**config.mk**
```make
export PLATFORM = sky130hd
export DESIGN_NAME = periodic_task_tick_scheduler_top
export DESIGN_NICKNAME = d
export VERILOG_FILES = /design/src/rtl/pts_pkg.sv /design/src/rtl/pts_out_reg.sv /design/src/rtl/pts_engine.sv /design/src/rtl/periodic_task_tick_scheduler_top.sv
export VERILOG_INCLUDE_DIRS = /design/src /design/src/rtl
export SDC_FILE = /design/constraint.sdc
export NUM_CORES = 2
export LEC_CHECK = 0
export ABC_AREA = 1
export ABC_CLOCK_PERIOD_IN_PS = 8800
export BUFFER_PORTS_ARGS = -buffer_cell sky130_fd_sc_hd__buf_2
export CAP_MARGIN = 10
export CORE_ASPECT_RATIO = 0.6
export CORE_MARGIN = 2
export CORE_UTILIZATION = 23
export DETAILED_ROUTE_END_ITERATION = 7
export GPL_ROUTABILITY_DRIVEN = 0
export GPL_TIMING_DRIVEN = 0
export PLACE_DENSITY = 0.46
export REMOVE_ABC_BUFFERS = 1
export SLEW_MARGIN = 5
export SYNTH_ARGS = -nofsm -noshare
export SYNTH_HDL_FRONTEND = slang
export SYNTH_HIERARCHICAL = 1
export SYNTH_SLANG_ARGS = --single-unit
```
**constraint.sdc**
```tcl
create_clock -name clk -period 8.8 [get_ports clk]
set_input_delay 0.44 -clock clk [delete_from_list [all_inputs] [get_ports clk]]
set_output_delay 0.44 -clock clk [all_outputs]
set_load 0.05 [all_outputs]
```
**src/rtl/periodic_task_tick_scheduler_top_assert.svh**
```systemverilog
// Assertion macros for the scheduler top level
`ifndef PERIODIC_TASK_TICK_SCHEDULER_TOP_ASSERT_SVH
`define PERIODIC_TASK_TICK_SCHEDULER_TOP_ASSERT_SVH

// Implication checked on every clock edge outside reset
`define PTS_ASSERT_IMP(label, clk, rst_n, cond, prop, msg) \
	label: assert property (@(posedge clk) disable iff (!rst_n) (cond) |-> (prop)) \
		else $error(msg);

// Implication checked in the cycle after the condition
`define PTS_ASSERT_NEXT(label, clk, rst_n, cond, prop, msg) \
	label: assert property (@(posedge clk) disable iff (!rst_n) (cond) |=> (prop)) \
		else $error(msg);

`endif

```
**src/rtl/pts_pkg.sv**
```systemverilog
package pts_pkg;

	typedef enum logic [2:0] {
		K_TICK   = 3'd0,
		K_STATUS = 3'd1,
		K_IVL    = 3'd2,
		K_START  = 3'd3,
		K_PARAM  = 3'd4,
		K_ATTACH = 3'd5,
		K_DETACH = 3'd6,
		K_READ   = 3'd7
	} kind_t;

	typedef enum logic [1:0] {
		EV_RUN    = 2'd0,
		EV_EXPIRE = 2'd1,
		EV_DONE   = 2'd2,
		EV_REPLY  = 2'd3
	} event_t;

	typedef enum logic [2:0] {
		RC_OK       = 3'd0,
		RC_BAD_ID   = 3'd1,
		RC_RUNNING  = 3'd2,
		RC_NO_IVL   = 3'd3,
		RC_STARTED  = 3'd4,
		RC_NO_SLOT  = 3'd5,
		RC_NOTFOUND = 3'd6,
		RC_NOTAWAIT = 3'd7
	} reply_t;

	typedef enum logic [2:0] {
		ST_IDLE,
		ST_READ,
		ST_EXEC,
		ST_OUT,
		ST_SCAN_RD,
		ST_SCAN_EX,
		ST_DONE
	} state_t;

	// One result transaction
	typedef struct packed {
		logic [1:0]         ev;
		logic [4:0]         id;
		logic signed [15:0] param;
		logic [2:0]         code;
		logic signed [15:0] status;
		logic [31:0]        interval;
		logic [31:0]        due;
		logic [4:0]         count;
		logic               last;
	} result_t;

endpackage

```
**src/rtl/pts_out_reg.sv**
```systemverilog
// Output register: holds one result until it is taken
module pts_out_reg (
	input  logic              clk,
	input  logic              arst_n,
	input  logic              load,
	input  pts_pkg::result_t  din,
	output logic              busy,
	input  logic              stall,
	output logic              valid,
	output pts_pkg::result_t  dout
);
	import pts_pkg::*;

	logic    valid_q;
	result_t data_q;

	// Valid flag
	always_ff @(posedge clk or negedge arst_n) begin
		if (!arst_n) begin
			valid_q <= 1'b0;
		end else if (load) begin
			valid_q <= 1'b1;
		end else if (!stall) begin
			valid_q <= 1'b0;
		end
	end

	// Payload
	always_ff @(posedge clk) begin
		if (load) begin
			data_q <= din;
		end
	end

	assign busy  = valid_q && stall;
	assign valid = valid_q;
	assign dout  = data_q;
endmodule

```
**src/rtl/pts_engine.sv**
```systemverilog
// Sequencer around the task table memory
module pts_engine #(
	parameter int TASK_SLOTS      = 16,
	parameter int FIRST_FREE_SLOT = 4,
	parameter int TIME_WIDTH      = 32
) (
	input  logic               clk,
	input  logic               arst_n,
	input  logic               in_valid,
	output logic               in_stall,
	input  logic [2:0]         kind,
	input  logic [4:0]         task_id,
	input  logic [31:0]        interval_value,
	input  logic signed [15:0] status_value,
	input  logic signed [15:0] param_value,
	input  logic               out_busy,
	output logic               out_load,
	output pts_pkg::result_t   out_data
);
	import pts_pkg::*;

	localparam int IW = (TASK_SLOTS > 1) ? $clog2(TASK_SLOTS) : 1;
	localparam int EW = TIME_WIDTH + 32 + 16 + 16;
	localparam int CW = $clog2(TASK_SLOTS + 1);

	typedef struct packed {
		logic [TIME_WIDTH-1:0] due;
		logic [31:0]           interval;
		logic signed [15:0]    status;
		logic signed [15:0]    param;
	} entry_t;

	// Entry memory with a registered read port
	logic [EW-1:0] mem [TASK_SLOTS];
	logic [EW-1:0] rdata_s1;
	logic          mem_we;
	logic [IW-1:0] mem_addr;
	entry_t        wentry;
	entry_t        rentry;

	// Flag registers: attached, awaiting, written
	logic [TASK_SLOTS-1:0] att_q, awt_q, wr_q;

	state_t state_q, state_d;
	logic [TIME_WIDTH-1:0] now_q, scan_q;
	logic [2:0]            kind_q;
	logic [4:0]            id_q;
	logic [31:0]           ivl_q;
	logic signed [15:0]    stv_q, pv_q;
	logic [IW-1:0]         idx_q;
	logic [CW-1:0]         cnt_q;
	result_t               res_q;
	result_t               reply_d;
	logic [IW-1:0]         slot_sel;
	logic                  slot_found;
	logic [IW-1:0]         cur;
	logic                  due_hit;
	logic [TIME_WIDTH-1:0] diff;
	logic [IW-1:0]         id_ix;
	logic [IW-1:0]         cmd_ix;
	logic                  id_ok;

	assign id_ix = id_q[IW-1:0];
	assign id_ok = ({1'b0, id_q} < 6'(TASK_SLOTS));

	// Free slot search over flag bits
	always_comb begin
		slot_sel   = '0;
		slot_found = 1'b0;
		for (int i = TASK_SLOTS - 2; i >= FIRST_FREE_SLOT; i--) begin
			if (!att_q[i]) begin
				slot_sel   = IW'(i);
				slot_found = 1'b1;
			end
		end
	end

	// Attach works on the free slot, other commands on the addressed one
	assign cmd_ix = (kind_q == K_ATTACH) ? slot_sel : id_ix;
	assign cur    = (state_q == ST_SCAN_EX) ? idx_q : cmd_ix;

	// Unwritten entries read as reset value
	always_comb begin
		rentry = entry_t'(rdata_s1);
		if (!wr_q[cur]) begin
			rentry = '0;
			rentry.param = 16'(cur);
		end
	end

	assign diff    = now_q - rentry.due;
	assign due_hit = (rentry.status > 0) && !awt_q[idx_q] && (diff <= TIME_WIDTH'(1));

	always_ff @(posedge clk) begin
		if (mem_we) begin
			mem[mem_addr] <= EW'(wentry);
		end
		rdata_s1 <= mem[mem_addr];
	end

	// Next state
	always_comb begin
		state_d = state_q;
		case (state_q)
			ST_IDLE: begin
				if (in_valid) begin
					if (kind == K_TICK) begin
						state_d = ST_SCAN_RD;
					end else begin
						state_d = ST_READ;
					end
				end
			end
			ST_READ:    state_d = ST_EXEC;
			ST_EXEC:    state_d = ST_OUT;
			ST_OUT:     if (!out_busy) state_d = ST_IDLE;
			ST_SCAN_RD: state_d = ST_SCAN_EX;
			ST_SCAN_EX: begin
				if (!out_busy) begin
					if (idx_q == IW'(TASK_SLOTS - 1)) begin
						state_d = ST_DONE;
					end else begin
						state_d = ST_SCAN_RD;
					end
				end
			end
			ST_DONE:    if (!out_busy) state_d = ST_IDLE;
			default:    state_d = ST_IDLE;
		endcase
	end

	// Outputs and memory port
	always_comb begin
		in_stall = (state_q != ST_IDLE);
		out_load = 1'b0;
		out_data = res_q;
		mem_we   = 1'b0;
		mem_addr = (state_q == ST_SCAN_RD || state_q == ST_SCAN_EX) ? idx_q : cmd_ix;
		wentry   = rentry;
		case (state_q)
			ST_OUT: out_load = !out_busy;
			ST_SCAN_EX: begin
				if (!out_busy && due_hit) begin
					out_load     = 1'b1;
					out_data     = '0;
					out_data.id  = 5'(idx_q);
					if (att_q[idx_q]) begin
						out_data.ev    = EV_RUN;
						out_data.param = rentry.param;
					end else begin
						out_data.ev  = EV_EXPIRE;
						mem_we       = 1'b1;
						wentry.status = '0;
					end
				end
			end
			ST_DONE: begin
				out_load       = !out_busy;
				out_data       = '0;
				out_data.ev    = EV_DONE;
				out_data.count = 5'(cnt_q);
				out_data.last  = 1'b1;
			end
			ST_EXEC: begin
				if (kind_q != K_ATTACH && id_ok) begin
					case (kind_q)
						K_STATUS: begin
							if (awt_q[id_ix]) begin
								mem_we = 1'b1;
								wentry.status = stv_q;
								if (stv_q > 0) wentry.due = scan_q + TIME_WIDTH'(rentry.interval);
							end
						end
						K_IVL: begin
							mem_we = 1'b1;
							wentry.interval = ivl_q;
							if (!awt_q[id_ix]) begin
								wentry.due = now_q + TIME_WIDTH'(ivl_q) + TIME_WIDTH'(1);
							end
						end
						K_START: begin
							if (!awt_q[id_ix] && rentry.interval != '0 && !(rentry.status > 0)) begin
								mem_we = 1'b1;
								wentry.due    = scan_q + TIME_WIDTH'(rentry.interval);
								wentry.status = 16'sd1;
							end
						end
						K_PARAM: begin
							mem_we = 1'b1;
							wentry.param = pv_q;
						end
						K_DETACH: begin
							if (att_q[id_ix]) begin
								mem_we = 1'b1;
								wentry.status   = '0;
								wentry.interval = '0;
								if (!awt_q[id_ix]) wentry.due = now_q + TIME_WIDTH'(1);
							end
						end
						default: ;
					endcase
				end else if (kind_q == K_ATTACH && slot_found) begin
					mem_we = 1'b1;
					wentry.status = '0;
				end
			end
			default: ;
		endcase
	end

	// Control registers
	always_ff @(posedge clk or negedge arst_n) begin
		if (!arst_n) begin
			state_q <= ST_IDLE;
			now_q   <= '0;
			scan_q  <= '0;
			idx_q   <= '0;
			cnt_q   <= '0;
			wr_q    <= '0;
			awt_q   <= '0;
			for (int i = 0; i < TASK_SLOTS; i++) att_q[i] <= (i < FIRST_FREE_SLOT);
		end else begin
			state_q <= state_d;
			if (mem_we) wr_q[mem_addr] <= 1'b1;
			if (state_q == ST_IDLE && in_valid && kind == K_TICK) begin
				now_q  <= now_q + TIME_WIDTH'(1);
				scan_q <= now_q + TIME_WIDTH'(1);
				idx_q  <= '0;
				cnt_q  <= '0;
			end
			if (state_q == ST_SCAN_EX && !out_busy) begin
				if (due_hit) begin
					cnt_q <= cnt_q + CW'(1);
					if (att_q[idx_q]) awt_q[idx_q] <= 1'b1;
				end
				if (idx_q != IW'(TASK_SLOTS - 1)) idx_q <= idx_q + IW'(1);
			end
			if (state_q == ST_EXEC) begin
				if (kind_q == K_ATTACH) begin
					if (slot_found) begin
						att_q[slot_sel] <= 1'b1;
						awt_q[slot_sel] <= 1'b0;
					end
				end else if (id_ok) begin
					if (kind_q == K_STATUS) awt_q[id_ix] <= 1'b0;
					if (kind_q == K_DETACH && att_q[id_ix]) begin
						att_q[id_ix] <= 1'b0;
						awt_q[id_ix] <= 1'b0;
					end
				end
			end
		end
	end

	// Reply build
	always_comb begin
		reply_d      = '0;
		reply_d.ev   = EV_REPLY;
		reply_d.last = 1'b1;
		reply_d.id   = id_q;
		if (kind_q == K_ATTACH) begin
			reply_d.id   = slot_found ? 5'(slot_sel) : 5'd0;
			reply_d.code = slot_found ? RC_OK : RC_NO_SLOT;
		end else if (!id_ok) begin
			reply_d.code = RC_BAD_ID;
		end else begin
			case (kind_q)
				K_STATUS: if (!awt_q[id_ix]) reply_d.code = RC_NOTAWAIT;
				K_IVL:    if (awt_q[id_ix]) reply_d.code = RC_RUNNING;
				K_START: begin
					if (awt_q[id_ix]) reply_d.code = RC_RUNNING;
					else if (rentry.interval == '0) reply_d.code = RC_NO_IVL;
					else if (rentry.status > 0) reply_d.code = RC_STARTED;
				end
				K_DETACH: if (!att_q[id_ix]) reply_d.code = RC_NOTFOUND;
				K_READ: begin
					reply_d.param    = rentry.param;
					reply_d.status   = rentry.status;
					reply_d.interval = rentry.interval;
					reply_d.due      = 32'(rentry.due);
				end
				default: ;
			endcase
		end
	end

	// Command capture and reply register
	always_ff @(posedge clk) begin
		if (state_q == ST_IDLE && in_valid) begin
			kind_q <= kind;
			id_q   <= task_id;
			ivl_q  <= interval_value;
			stv_q  <= status_value;
			pv_q   <= param_value;
		end
		if (state_q == ST_EXEC) begin
			res_q <= reply_d;
		end
	end
endmodule

```
**src/rtl/periodic_task_tick_scheduler_top.sv**
```systemverilog
// Periodic task scheduler. A tick reads and executes each slot in turn, then
// gives a done result, as each slot is read and written back through the
// single port of the entry memory; a command passes through read, execute and
// output states. Results leave through a one-entry output register and stall
// the scan while held. The table is usable straight after reset.
`include "periodic_task_tick_scheduler_top_assert.svh"
module periodic_task_tick_scheduler_top #(
	parameter int TASK_SLOTS      = 16,
	parameter int FIRST_FREE_SLOT = 4,
	parameter int TIME_WIDTH      = 32
) (
	input  logic               clk,
	input  logic               arst_n,
	input  logic               in_valid,
	output logic               in_stall,
	input  logic [2:0]         kind,
	input  logic [4:0]         task_id,
	input  logic [31:0]        interval_value,
	input  logic signed [15:0] status_value,
	input  logic signed [15:0] param_value,
	output logic               out_valid,
	input  logic               out_stall,
	output logic [1:0]         event_res,
	output logic [4:0]         task_id_out,
	output logic signed [15:0] param_out,
	output logic [2:0]         reply_code,
	output logic signed [15:0] status_out,
	output logic [31:0]        interval_out,
	output logic [31:0]        due_time_out,
	output logic [4:0]         run_count,
	output logic               last
);
	import pts_pkg::*;

	logic    busy, load;
	result_t res, dout;

	pts_engine #(
		.TASK_SLOTS(TASK_SLOTS),
		.FIRST_FREE_SLOT(FIRST_FREE_SLOT),
		.TIME_WIDTH(TIME_WIDTH)
	) u_engine (
		.clk(clk), .arst_n(arst_n), .in_valid(in_valid), .in_stall(in_stall),
		.kind(kind), .task_id(task_id), .interval_value(interval_value),
		.status_value(status_value), .param_value(param_value),
		.out_busy(busy), .out_load(load), .out_data(res)
	);

	pts_out_reg u_out (
		.clk(clk), .arst_n(arst_n), .load(load), .din(res), .busy(busy),
		.stall(out_stall), .valid(out_valid), .dout(dout)
	);

	assign event_res    = dout.ev;
	assign task_id_out  = dout.id;
	assign param_out    = dout.param;
	assign reply_code   = dout.code;
	assign status_out   = dout.status;
	assign interval_out = dout.interval;
	assign due_time_out = dout.due;
	assign run_count    = dout.count;
	assign last         = dout.last;

	`PTS_ASSERT_NEXT(a_no_overwrite, clk, arst_n, out_valid && out_stall, out_valid && $stable(dout), "held result changed")
	`PTS_ASSERT_IMP(a_load_free, clk, arst_n, load, !busy, "result loaded over held one")
	`PTS_ASSERT_IMP(a_cmd_last, clk, arst_n, out_valid && event_res == EV_REPLY, last, "reply without last")
endmodule

```
# [After elaboration in Yosys (flattened, before gate mapping)]
# Memories as Yosys holds them, arrays and structs flattened. A register that Yosys moved wholly into a read port is not among the register bits.
# Index checks and enable logic that the tools add are counted.
[word_totals] memories=1 ramBits=1536 out_inout_bits=114 in_bits=76 register_bits=381 word_cells=238
[op_classes] bitwise_logic=11 add_sub_neg=7 eq_ne=21 n_reduce_logical=33 order_cmp=13 mux=124
[mem_list] memory="u_engine.mem" depth=16 width=96 rd=1 rd_ports_with_merged_regs=1 wr=1 line_no="pts_engine.sv:34" text="logic [EW-1:0] mem [TASK_SLOTS];"
[op_table] operator="two-way mux 16 bit" count=26
[op_table] operator="one-hot mux 112 bit (2 select lines)" count=1
[op_table] operator="two-way mux 32 bit" count=5
[op_table] operator="two-way mux 64 bit" count=2
[op_table] operator="one-hot mux 32 bit (4 select lines)" count=1
[op_table] operator="two-way mux 112 bit" count=1
[op_table] operator="two-way mux 96 bit" count=1
[op_table] operator="two-way mux 80 bit" count=1
[op_table] operator="two-way mux 4 bit" count=18
[op_table] operator="adder 32 x 1 -> 32 bit (second input constant)" count=2
[op_table] operator="adder 32 bit" count=2
[op_table] operator="AND 16 bit" count=4
[op_table] operator="one-hot mux 32 bit (2 select lines)" count=1
[op_table] operator="bitwise OR 16 bit" count=3
[op_table] operator="one-hot mux 16 bit (3 select lines)" count=1
[op_table] operator="two-way mux 3 bit" count=12
[op_table] operator="two-way mux 1 bit" count=33
[op_table] operator="greater-than comparator 16 x 1 -> 1 bit (second input constant)" count=2
[op_table] operator="less-or-equal comparator 32 x 1 -> 1 bit (second input constant)" count=1
[op_table] operator="logical NOT 32 bit" count=1
[op_table] operator="inverter 16 bit" count=2
[op_table] operator="one-hot mux 16 bit (2 select lines)" count=1
[op_table] operator="nonzero test 32 bit" count=1
[op_table] operator="subtractor 32 bit" count=1
[op_table] operator="other kinds (32)" count=86

# [Longest topological paths before layout]
[logic_depth] word_depth=31 depth_mapped=50 ltp_nobuf=48

# [Hierarchy]
# Netlist, hierarchy kept.
[by_module_without_submodules] mod="pts_engine" seq_area_each_um2=55638.4 cells_each=6081 instances=1 area_per_inst_um2=78436.5
[by_module_without_submodules] mod="pts_out_reg" seq_area_each_um2=3388.2 cells_each=117 instances=1 area_per_inst_um2=3403.3

# [Worst setup path before layout]
# No wires, ideal clock.
[synth_path] path_kind="reg2reg" startpoint="register u_engine.att_q[13]" endpoint="register u_out.data_q, in the netlist u_out/dout[0], enable pin" arrival_ns=8.049 setup_slack_ns=-0.884 period_less_slack_ns=9.684 path_stages_with_launch=43 setup_ns=1.635 path_buffers=5 required_time_ns=7.165 path_cell_list="dfrtp_1 -> inv_2 -> nand2_1 -> nand2_1 -> nand2_1 -> nand2_1 -> nand2_1 -> nand2_1 -> nand2_2 -> nand2_2 -> nand3_4 -> nand3_4 -> nand2_4 -> nand2_1 -> nand3_1 -> nand3_1 -> nand3_2 -> nand2_2 -> [7 not listed] -> nand2_1 -> nor2_1 -> inv_1 -> nor3_1 -> nand4_1 -> nand3_1 -> a21o_1 -> a21boi_0 -> o21ai_0 -> nand3_1 -> nand2_1 -> xor2_1 -> nor2_1 -> nand4_1 -> nor2_2 -> nand2_1 -> buf_6 -> o21ai_0"
[synth_between] elab_chain_cells=21 elab_cells_between_ends=23 cone_classes="add/sub (1); order compare (2); mux (17); reduce/logical (3)"
[synth_lines] item="start, declared" line_no="pts_engine.sv:42" text="logic [TASK_SLOTS-1:0] att_q, awt_q, wr_q;"
[synth_lines] item="start signal, assigned by index" line_no="pts_engine.sv:241" text="att_q[slot_sel] <= 1'b1;"
[synth_lines] item="start signal, assigned by index" line_no="pts_engine.sv:247" text="att_q[id_ix] <= 1'b0;"
[synth_lines] item="two-way mux 4 bit * (10 in series)" line_no="pts_engine.sv:71" text="if (!att_q[i]) begin"
[synth_lines] item="two-way mux 4 bit *" line_no="pts_engine.sv:79" text="assign cmd_ix = (kind_q == K_ATTACH) ? slot_sel : id_ix;"
[synth_lines] item="two-way mux 4 bit *" line_no="pts_engine.sv:80" text="assign cur = (state_q == ST_SCAN_EX) ? idx_q : cmd_ix;"
[synth_lines] item="binary-select mux 1 bit (select 4 bit) *" line_no="pts_engine.sv:85" text="if (!wr_q[cur]) begin"
[synth_lines] item="two-way mux 1 bit (not written as such) *" line_no="pts_engine.sv:85"
[synth_lines] item="two-way mux 96 bit *" line_no="pts_engine.sv:85"
[synth_lines] item="subtractor 32 bit / greater-than comparator 16 x 1 -> 1 bit (equally long branches)" line_no="pts_engine.sv:91, pts_engine.sv:92"
[synth_lines] item="less-or-equal comparator 32 x 1 -> 1 bit / logical AND 1 bit (equally long branches)" line_no="pts_engine.sv:92" text="assign due_hit = (rentry.status > 0) && !awt_q[idx_q] && (diff <= TIME_WIDTH'(1));"
[synth_lines] item="logical AND 1 bit *" line_no="pts_engine.sv:92"
[synth_lines] item="logical AND 1 bit *" line_no="pts_engine.sv:143" text="if (!out_busy && due_hit) begin"
[synth_lines] item="two-way mux 1 bit *" line_no="pts_engine.sv:143"
[synth_lines] item="one-hot mux 1 bit (2 select lines) *" line_no="pts_engine.sv:140" text="case (state_q)"
[synth_lines] item="net load" line_no="periodic_task_tick_scheduler_top.sv:35" text="logic busy, load;"
[synth_lines] item="end signal, assigned" line_no="pts_out_reg.sv:31" text="data_q <= din;"
[synth_lines] item="end, declared" line_no="pts_out_reg.sv:15" text="result_t data_q;"
# Mark *: on every way through the listed nets, which the timed path passes. The rest lies on a longest branch. The select of a mux whose other input is x is not followed.
# A chain may end at the register's enable or synchronous reset.

# [Final worst setup path]
[layout_path] startpoint="register u_engine.kind_q[2]" endpoint="memory u_engine/mem[7][41] (netlist bit), enable pin"
[layout_between] elab_chain_cells=15 elab_cells_between_ends=34 cone_classes="add/sub (1); order compare (2); eq/ne (7); mux (14); reduce/logical (10)"
[layout_lines] item="start, declared" line_no="pts_engine.sv:46" text="logic [2:0] kind_q;"
[layout_lines] item="start signal, assigned" line_no="pts_engine.sv:290" text="kind_q <= kind;"
[layout_lines] item="parallel branches: the longest is 15 deep, another holds subtractor 32 bit"
[layout_lines] item="end, declared" line_no="pts_engine.sv:34"
# Parallel ways; which one is timed is not known. The select of a mux whose other input is x is not followed.

==> results.cfg <==
[die]
row_count = 169
fp.dieH_um = 466.1
dieArea_sq_mm = 0.3608
core_sq_mm = 0.3538
ios = 190
fp.dieW_um = 774.1
start_util_pct = 23.13

[cells_and_area]
fin_util_pct = 28.29
n_fill_cell = 35539
syn_to_final_growth_pct = 22.27
layout-drive-gt1-share_pct = 12.95
nets = 6801
final_cell_area_sq_mm = 0.1001

[worst_setup_path]
slowest_stage = edfxtp_1
timing.rr.end = u_engine/mem[7][41]$_DFFE_PP_
crit_end = u_engine/mem[7][41]$_DFFE_PP_
critPathMaxStageDelay_ns = 0.46
arrival_ns = 9.14
end_kind = flip-flop
critical_path.max_fanout = 21
r2r_setup_slack_ns = 0.22
worstSetupPathType = flip-flop to flip-flop
setup.worst_path.start_class = flip-flop
worst-endpoint-required_ns = 9.36
r2r_start = u_engine/kind_q[2]$_DFFE_PP_
timing.critical_path.from = u_engine/kind_q[2]$_DFFE_PP_
ff2ff_path_depth = 40

[global_routing]
grt_antenna_before_repair = 17
grt_pass1_vias = 53751
globalRouteOverflowTotal = 0
grt_pass1_wl_um = 405700
grt_usage_pct = 15.38
grt_max_degree = 79
grt_use_met1_pct = 23.08
grtUsageMet2_pct = 22.10
met3_usage_pct = 4.062
top_usage_layer = met1

[timing]
fin_skew_ns = 0.05810
final-max-slew-violation-count = 0
period_share_pct = 97.47
tightest_slew_ns = 1.243
layout_min_cycle_time_ns = 8.577
fmax_mhz = 116.6
finalSetupTns_ns = 0
finalHoldViolCount = 0
setup_violations = 0
slew_headroom_pct = 16.80

[pwr]
power_density_mw_per_mm2 = 369.7
vdd_drop_max_v = 0.0002712
p_leak_uw = 0.03448
p_total_uw = 37000

[placement]
detailed_place.area_sq_mm = 0.09221
place_hpwl_um = 189500
io_buffers = 189

[route]
drt_iter0_markers = 6813
drt_wl_total_um = 289000
remaining_drc_errors = 0
dr.pass1.iters = 6
avgViaCountPerCell = 4.863
wl_per_cell_um = 25.14
vias = 55888
ant_nets = 0

[synth]
ys_seq_area_share_pct = 72.12
ys_ff_latch = 2013
ys_types = 66
yosys.area.top_type = edfxtp_1
netlist_area_sq_mm = 0.08184
synthFlopType = edfxtp_1
syn_inst = 6198
syn_area_per_cell_sq_um = 13.20
ys_top_cells_by_area = edfxtp_1 67%, a22oi_1 7.1%, a21oi_1 3.7%
synth_top_area_share_pct = 66.93
synth_edf_count = 1824
ys_async_sr_fraction_pct = 4.620
yosys_warnings = 6

[clock_network]
cts_tree = built
worstSkewPairLatency_ns = 0.90
cts.sinks = 2013
numCtsBuffers = 202
cts_root_buf = clkbuf_16
cts-htree-levels = 4
path_clk_slew_ns = 0.07
cts_buffer_depth = 4

[run]
maxCapViolCount = 0

[min_path]
hold_path_class = input port to asynchronous set/reset pin

[run_status]
status = completed
## state kept, by name, indices dropped and copies added (netlist names), 32 cells and up
name,flops
u_engine/mem,1536
u_out/dout,112
u_engine/res_q,104
u_engine/rdata_s1,96
u_engine/ivl_q,32
u_engine/scan_q,32
## worst max-delay path: cells and delay by family, from the launching register on
kind,cells,cell delay (ns)
flip-flops,1,0.46
adder cells (fa/ha/maj),1,0.43
buffers and inverters,8,1.62
AO/OA/AOI/OAI,4,0.94
AND/OR/NAND/NOR,27,4.57
## placed cells by master, fill, tap and decap left out, types with 12 or more instances in the layout
cell / instances
clkinv_1: 33
a21oi_1: 605
inv_1: 404
o21ai_1: 47
buf_4: 46
dfxtp_1: 96
ha_1: 99
o22ai_1: 30
o31ai_1: 12
nor2_1: 399
edfxtp_1: 1824
nand3_1: 172
nor3_1: 37
nor2_4: 30
clkbuf_8: 18
clkbuf_1: 37
or2_2: 16
a22oi_1: 776
dlygate4sd3_1: 74
nand2_1: 608
buf_2: 192
a31oi_1: 16
clkbuf_16: 207
buf_12: 154
clkinvlp_4: 12
xor2_1: 61
xnor2_1: 21
buf_16: 43
a211oi_1: 13
o21a_1: 13
clkinv_2: 37
bufinv_16: 18
nand4_1: 37
o21bai_1: 23
nand2_2: 18
o21ai_0: 191
o211ai_1: 22
or4_1: 96
dfrtp_1: 88
## routing by layer
layer	vias up	wire length [um]	share of wire, %
met2	2720	120500	42
met3	360	29180	10
met1	28499	133700	46
li1	24305	-	-
met4	4	5555	1.9
met5	-	28	0.0097
## layout make-up
cell class / count / area, sq um / share of cell area [%]
sequential: 2013 / 59030 / 58.99
multi-input combinational: 3451 / 20260 / 20.25
timing repair buffer: 529 / 6604 / 6.600
tap: 4702 / 5883 / 5.879
clock buffer: 261 / 5542 / 5.538
inverter: 425 / 1649 / 1.648
clock inverter: 107 / 1081 / 1.080
timing repair inverter: 1 / 8.758 / 0.008753
antenna: 3 / 7.507 / 0.007502
## synth_stat cells, types with 22 or more instances
library cell and number:
nor2_1 430, ha_1 99, a22oi_1 776, nand3_1 172, inv_1 408, dfxtp_1 96
dfrtp_1 89, o211ai_1 22, or4_1 96, nand4_1 37, edfxtp_1 1824, a21oi_1 606
buf_1 30, clkbuf_1 244, xor2_1 61, nand2_1 618, o21bai_1 23, nor3_1 38
o22ai_1 31, o21ai_0 236
## stage by stage
stage / setup WS, ns / hold WS (ns) / std cells
3_5_place_dp: -2.585 / 0.3161 / 11010
2_1_floorplan: -10.46 / 0.1444 / 5888
3_3_place_gp: -35.66 / 0.4537 / 10779
6_report: 0.2229 / 0.05681 / 11492
4_1_cts: 0.02129 / 0.04237 / 11477
5_1_grt: -0.01962 / 0.03872 / 11489
## how the worst min path moves through the flow
| stage | slack [ns] | start | cells past startpoint | to |
|---|---|---|---|---|
| after floorplan | 0.14 | arst_n | 0 | u_engine/att_q[10]$_DFFE_PN0P_ |
| after global placement | 0.45 | u_engine/att_q[2]$_DFFE_PN1P_ | 2 | u_engine/att_q[2]$_DFFE_PN1P_ |
| after detailed placement | 0.32 | arst_n | 1 | u_engine/scan_q[5]$_DFFE_PN0P_ |
| after CTS | 0.04 | arst_n | 2 | u_engine/scan_q[2]$_DFFE_PN0P_ |
| after global routing | 0.04 | arst_n | 2 | u_engine/scan_q[2]$_DFFE_PN0P_ |
| final | 0.06 | arst_n | 2 | u_engine/scan_q[2]$_DFFE_PN0P_ |
## logic make-up (layout without fill, tap and decap cells)
kind of cell | count (synthesis) | count (layout) | share of synthesized area [%]
buf+inv | 735 | 1323 | 3.521
flops | 2013 | 2013 | 72.12
other cells | 0 | 3 | 0
compound gates | 1815 | 1815 | 14.07
fa+ha+maj | 102 | 102 | 1.587
xor+xnor | 82 | 82 | 0.8776
simple gates | 1451 | 1452 | 7.823
## where the power goes
part / internal, uW / total, uW / leakage [uW] / switching, uW
logic: 4170 / 14400 / 0.0125 / 10200
registers: 13100 / 13800 / 0.0188 / 674
clock network: 4990 / 8820 / 0.00325 / 3830
## timing repair
item,in CTS,in global routing
pin swaps,13,3
buffers inserted,22,5
endpoints found under the hold margin,163,0
hold buffers,74,0
gates cloned,3,1
resized for setup,22,4
setup endpoints to repair,2305,1377
(Power assumes the default switching activity.)
